===== config.mk =====
export PLATFORM = sky130hd
export DESIGN_NAME = lbp_pos_ctrl
export DESIGN_NICKNAME = d
export VERILOG_FILES = /design/src/hdl/lbp_pkg.sv /design/src/hdl/lbp_pos_ctrl.sv
export SDC_FILE = /design/constraint.sdc
export NUM_CORES = 1
export LEC_CHECK = 0
export ABC_AREA = 1
export BUFFER_PORTS_ARGS = -buffer_cell sky130_fd_sc_hd__buf_2
export CAP_MARGIN = 20
export CORE_ASPECT_RATIO = 1.75
export CORE_MARGIN = 5
export CORE_UTILIZATION = 36
export CTS_CLUSTER_DIAMETER = 120
export DETAILED_ROUTE_END_ITERATION = 10
export GPL_ROUTABILITY_DRIVEN = 1
export GPL_TIMING_DRIVEN = 0
export SLEW_MARGIN = 15
export SYNTH_ARGS = -nofsm -noshare
export SYNTH_HDL_FRONTEND = slang
export SYNTH_SLANG_ARGS = --single-unit

===== constraint.sdc =====
create_clock -name clk_i -period 6.1 [get_ports clk_i]
set_input_delay 0.61 -clock clk_i [delete_from_list [all_inputs] [get_ports clk_i]]
set_output_delay 0.61 -clock clk_i [all_outputs]
set_load 0.03 [all_outputs]

===== src/hdl/lbp_pkg.sv =====
package lbp_pkg;

  localparam int PIX_W = 8;
  localparam int CFG_W = 16;
  localparam int ROW_W = 16;
  localparam int IMG_W_W = 11;

  typedef enum logic [0:0] {
    REG_IMAGE_WIDTH  = 1'b0,
    REG_IMAGE_HEIGHT = 1'b1
  } cfg_reg_e;

  localparam logic [IMG_W_W-1:0] WIDTH_RESET = IMG_W_W'(640);
  localparam logic [ROW_W-1:0] HEIGHT_RESET = ROW_W'(480);

  typedef logic [8:0][PIX_W-1:0] win_t;

  typedef struct packed {
    logic emit;
    logic frame_last;
  } pos_t;

  function automatic logic [PIX_W-1:0] lbp_code_f(input win_t win);
    logic [PIX_W-1:0] ctr;
    logic [PIX_W-1:0] code;
    ctr = win[4];
    code[7] = win[0] >= ctr;
    code[6] = win[1] >= ctr;
    code[5] = win[2] >= ctr;
    code[4] = win[5] >= ctr;
    code[3] = win[8] >= ctr;
    code[2] = win[7] >= ctr;
    code[1] = win[6] >= ctr;
    code[0] = win[3] >= ctr;
    return code;
  endfunction

endpackage


===== src/hdl/lbp_pos_ctrl.sv =====
module lbp_pos_ctrl import lbp_pkg::*; #(
  parameter int MAX_WIDTH = 1024,
  parameter int AW = $clog2(MAX_WIDTH)
) (
  input  logic             clk_i,
  input  logic             rst_ni,
  input  logic             cfg_we_i,
  input  logic             cfg_idx_i,
  input  logic [CFG_W-1:0] cfg_wdata_i,
  input  logic             accept_i,
  output logic [AW-1:0]    col_o,
  output pos_t             pos_o
);

  localparam int WW = (AW + 2 > IMG_W_W + 1) ? AW + 2 : IMG_W_W + 1;

  logic [IMG_W_W-1:0] width_q;
  logic [ROW_W-1:0]   height_q;
  logic [AW-1:0]      col_q;
  logic [AW-1:0]      col_d;
  logic [ROW_W-1:0]   row_q;
  logic [ROW_W-1:0]   row_d;
  logic [WW-1:0]      w_ext;
  logic [WW-1:0]      eff_w;
  logic [WW-1:0]      col_inc;
  logic [ROW_W-1:0]   eff_h;
  logic [ROW_W:0]     row_inc;
  logic               row_end;
  logic               frame_last;

  always_comb begin
    w_ext = WW'(width_q);
    if (w_ext < WW'(3)) begin
      eff_w = WW'(3);
    end else if (w_ext > WW'(MAX_WIDTH)) begin
      eff_w = WW'(MAX_WIDTH);
    end else begin
      eff_w = w_ext;
    end
    eff_h = (height_q < ROW_W'(3)) ? ROW_W'(3) : height_q;
    col_inc = WW'(col_q) + WW'(1);
    row_inc = {1'b0, row_q} + (ROW_W + 1)'(1);
    row_end = col_inc >= eff_w;
    frame_last = row_end && (row_inc >= {1'b0, eff_h});
    col_d = row_end ? '0 : col_inc[AW-1:0];
    row_d = frame_last ? '0 : (row_end ? row_inc[ROW_W-1:0] : row_q);
  end

  always_ff @(posedge clk_i or negedge rst_ni) begin
    if (!rst_ni) begin
      width_q <= WIDTH_RESET;
      height_q <= HEIGHT_RESET;
    end else if (cfg_we_i) begin
      case (cfg_idx_i)
        REG_IMAGE_WIDTH: width_q <= cfg_wdata_i[IMG_W_W-1:0];
        REG_IMAGE_HEIGHT: height_q <= cfg_wdata_i[ROW_W-1:0];
        default: ;
      endcase
    end
  end

  always_ff @(posedge clk_i or negedge rst_ni) begin
    if (!rst_ni) begin
      col_q <= '0;
      row_q <= '0;
    end else if (accept_i) begin
      col_q <= col_d;
      row_q <= row_d;
    end
  end

  assign col_o = col_q;
  assign pos_o.emit = (row_q >= ROW_W'(2)) && (col_q >= AW'(2));
  assign pos_o.frame_last = frame_last;

endmodule


==> qor.log <==
qor: run_status.status completed
qor: synthesis.synth.yosys.warnings 0
qor: finish.antenna-diode-count 0
qor: power.power.density 318 nW/um^2
qor: routing.detail_route.iter0.violations 134
qor: setup_path.r2r_start width_q[2]$_DFFE_PN0P_
qor: sta.post-route-worst-setup-slack 2.09 ns
qor: synthesis.syn-num-nets 520
qor: sta.fin_skew 0.00800 ns
qor: clocking.cts_num_sinks 53
qor: setup_path.timing.critical_path.slowest_stage_cell o31ai_2
qor: floorplan.io_pins 33
qor: clocking.clock-root-buffer clkbuf_16
qor: floorplan.fp.dieArea 12000 um^2
qor: finish.area_growth_synth_to_finish 12.9%
qor: power.peakVddDrop 0.157 mV
qor: floorplan.die_x 85.1 um
qor: routing.via_per_inst 4.99
qor: setup_path.reg2regPathDepth 16
qor: clocking.cts_tree yes
qor: routing.wire_per_inst 14.1 um
qor: synthesis.count_of_unique_library_cells_instantiated_by_yosys 41
qor: setup_path.critical_path_peak_fanout 9
qor: clocking.cts_htree_levels 2
qor: min_path.timing.hold.worst.class input pin to asynchronous set/reset pin
qor: routing.drc_errors 0
qor: floorplan.row_count 48
qor: setup_path.worstSetupPathType register to output pin
qor: placement.portBuffers 31
qor: setup_path.ff2ff_setup_slack 2.95 ns
qor: sta.number_of_endpoints_with_negative_hold_slack_in_the_final_report 0
qor: routing.count_of_antenna_violating_nets_left_after_detailed_routing 0
qor: sta.min_period 4.01 ns
qor: synthesis.most_used_flip_flop_cell_after_synthesis dfrtp_1
qor: clocking.cts_setup_buffers 0
qor: grt.grt_first_pass_wirelength 14.8 mm
qor: grt.grt_start_max_net_pins 54
qor: sta.achievable-frequency 250 MHz
qor: sta.timing.setup.tns 0 ns
qor: setup_path.critPathLaunchType register
qor: sta.timing.slew.headroom 53.7%
qor: placement.hpwlAfterDp 7.31 mm
qor: clocking.tritoncts.num_buffers 5
qor: setup_path.data_arrival_time_of_the_worst_path 3.40 ns
qor: clocking.clk_pin_slew 0.07 ns
qor: sta.setup_viol 0
qor: finish.filler_cell_count 995
qor: finish.drive_gt1_share 13.6%
qor: routing.routed_wl 8.93 mm
qor: synthesis.synth.avg_cell_area 7.60 um^2
qor: placement.preCtsSetupSlack 2.32 ns
qor: clocking.cts-resized-gates 0
qor: grt.grt_pass1_vias 3215
qor: grt.groute.usage.overall 15.6%
qor: synthesis.synth_cells 468
qor: setup_path.r2r_end row_q[15]$_DFFE_PN0P_
qor: setup_path.worst_path_largest_cell_delay 0.47 ns
qor: routing.routed-via-count 3151
qor: floorplan.placeableCoreArea 9790 um^2
qor: synthesis.synth_seq_area_share 37.5%
qor: synthesis.synth_edf_count 0
qor: placement.final_weighted_congestion_in_routability_driven_placement 0.893
qor: synthesis.post_synth_instance_area 3560 um^2
qor: sta.timing_worst_slew_pin_value 0.694 ns
qor: synthesis.postSynthRegisterBits 53
qor: setup_path.worst_setup_path_end_kind output pin
qor: grt.global_route.overflow_total 0
qor: setup_path.crit_path_cell_trace nor2_1 > nand2_1 > nor3_1 > nand2_1 > o31ai_2 > nand2_1 > ha_1 > nand2_1 > nor2_1 > and2_1 > nand2_1 > nand4_2 > clkinv_1 > nor2_1 > buf_4 > buf_2
qor: grt.grt_antenna_before_repair 0
qor: routing.drt-pass1-iter-count 4
qor: finish.finish.net_count 558
qor: clocking.insertion_delay 0.30 ns
qor: floorplan.chipHeight 141 um
qor: setup_path.required 5.49 ns
qor: setup_path.most_used_cell_cp nand2_1
qor: floorplan.floorplan.initialDensity 36.3%
qor: power.leakage 0.00215 uW
qor: sta.rsz0062_at_grt no
qor: clocking.hold_buffers 0
qor: clocking.cts_max_path_buffers 2
qor: run.max_cap_viol_count 0
qor: sta.period_share 65.7%
qor: synthesis.share_of_synthesized_registers_carrying_an_async_set_or_reset 100%
qor: sta.timing.final.max_slew_violations 0
==> final cells by class <==
cell class              instances  area [um^2]  share of cell area (%)
clock buffers                   6          129                    3.21
plain buffers                  12         66.3                    1.65
inverters                      76          287                    7.14
clock inverters                 2         15.0                   0.374
repair buffers                 31          158                    3.93
well taps                     125          156                    3.90
flip-flops and latches         53         1330                    33.2
multi-input cells             327         1870                    46.6
==> synth_stat cells, types with 2 or more instances <==
| cell | count | area (um^2) |
|---|---|---|
| nand2_1 | 120 | 450 |
| inv_1 | 72 | 270 |
| dfrtp_1 | 47 | 1180 |
| o21ai_0 | 35 | 175 |
| nor2_1 | 34 | 128 |
| ha_1 | 31 | 388 |
| nand3_1 | 21 | 105 |
| xor2_1 | 18 | 158 |
| nand4_1 | 14 | 87.6 |
| a21oi_1 | 13 | 65.1 |
| clkbuf_1 | 6 | 22.5 |
| dfstp_2 | 6 | 158 |
| nor3_1 | 5 | 25.0 |
| nor4_1 | 5 | 31.3 |
| nand2_2 | 4 | 25.0 |
| nor2_2 | 4 | 25.0 |
| o21ai_1 | 3 | 15.0 |
| buf_2 | 2 | 10.0 |
| buf_6 | 2 | 22.5 |
| inv_2 | 2 | 7.51 |
| nand3b_1 | 2 | 15.0 |
| or2_2 | 2 | 12.5 |
| xnor2_1 | 2 | 17.5 |
==> how the worst max path moves through the flow <==
stage | endpoint | startpoint | slack, ns
final | pos_o[0] | width_q[2]$_DFFE_PN0P_ | 2.09
after global routing | pos_o[0] | width_q[2]$_DFFE_PN0P_ | 1.70
after CTS | pos_o[0] | width_q[2]$_DFFE_PN0P_ | 1.99
after detailed placement | pos_o[0] | width_q[2]$_DFFE_PN0P_ | 2.32
after global placement | pos_o[0] | width_q[2]$_DFFE_PN0P_ | 2.36
after floorplan | pos_o[0] | col_o[1]$_DFFE_PN0P_ | 2.94
==> cell families after synthesis <==
logic type | Yosys count | share of synthesized area, %
XOR/XNOR | 20 | 4.92
flip-flops | 53 | 37.5
adder cells (fa/ha/maj) | 31 | 10.9
AND/OR/NAND/NOR | 219 | 28.1
buffers and inverters | 88 | 9.92
AO/OA/AOI/OAI | 57 | 8.65
==> critical path: cells and delay by family, from the launching register on <==
kind / cells / cell delay (ns)
AOI/OAI and AO/OA: 1 / 0.47
and+or+nand+nor: 11 / 1.36
buffers and inverters: 3 / 0.55
DFF: 1 / 0.40
adders and majority gates: 1 / 0.32
==> power by group <==
| part | internal, uW | total (uW) | switching, uW | leakage, uW |
|---|---|---|---|---|
| clock network | 153 | 286 | 133 | 0.0000631 |
| logic | 171 | 520 | 349 | 0.00142 |
| registers | 410 | 472 | 62.2 | 0.000669 |
==> flip-flops by register name, indices dropped and copies added (netlist names) <==
signal	count
width_q	11
row_q	16
height_q	16
col_o	10
==> per-layer routing <==
layer / vias up / global-route usage (%) / share of wire [%]
met3: 24 / 2.15 / 2.4
met5: - / 0 / 0
li1: 1571 / - / -
met1: 1504 / 14.5 / 35
met4: 0 / 7.42 / 4.2
met2: 52 / 31.7 / 59
==> per-stage QoR <==
step           cell area (um^2)  instances  total power [uW]  utilization, %  hold slack, ns
2_1_floorplan              3560        468               842               -           0.314
3_3_place_gp               3870        624               989            39.5           0.477
3_5_place_dp               3870        624              1000            39.5           0.481
4_1_cts                    4020        632              1300            41.0           0.392
5_1_grt                    4020        632              1390            41.0           0.428
6_report                   4020        632              1280            41.0           0.359
==> cells in the final DEF, fill, tap and decap left out, types with 2 or more instances in the layout <==
| cell type | Yosys | routed |
|---|---|---|
| nand2_1 | 120 | 120 |
| inv_1 | 72 | 72 |
| dfrtp_1 | 47 | 47 |
| o21ai_0 | 35 | 35 |
| nor2_1 | 34 | 34 |
| buf_2 | 2 | 32 |
| ha_1 | 31 | 31 |
| nand3_1 | 21 | 21 |
| xor2_1 | 18 | 18 |
| nand4_1 | 14 | 14 |
| a21oi_1 | 13 | 13 |
| clkbuf_1 | 6 | 7 |
| dfstp_2 | 6 | 6 |
| nor3_1 | 5 | 5 |
| nor4_1 | 5 | 5 |
| clkbuf_16 | 0 | 5 |
| nor2_2 | 4 | 4 |
| nand2_2 | 4 | 4 |
| o21ai_1 | 3 | 3 |
| or2_2 | 2 | 2 |
| inv_2 | 2 | 2 |
| xnor2_1 | 2 | 2 |
| nand3b_1 | 2 | 2 |
| buf_6 | 2 | 2 |
| buf_4 | 1 | 2 |
| clkinvlp_4 | 0 | 2 |
(Power assumes the default switching activity.)
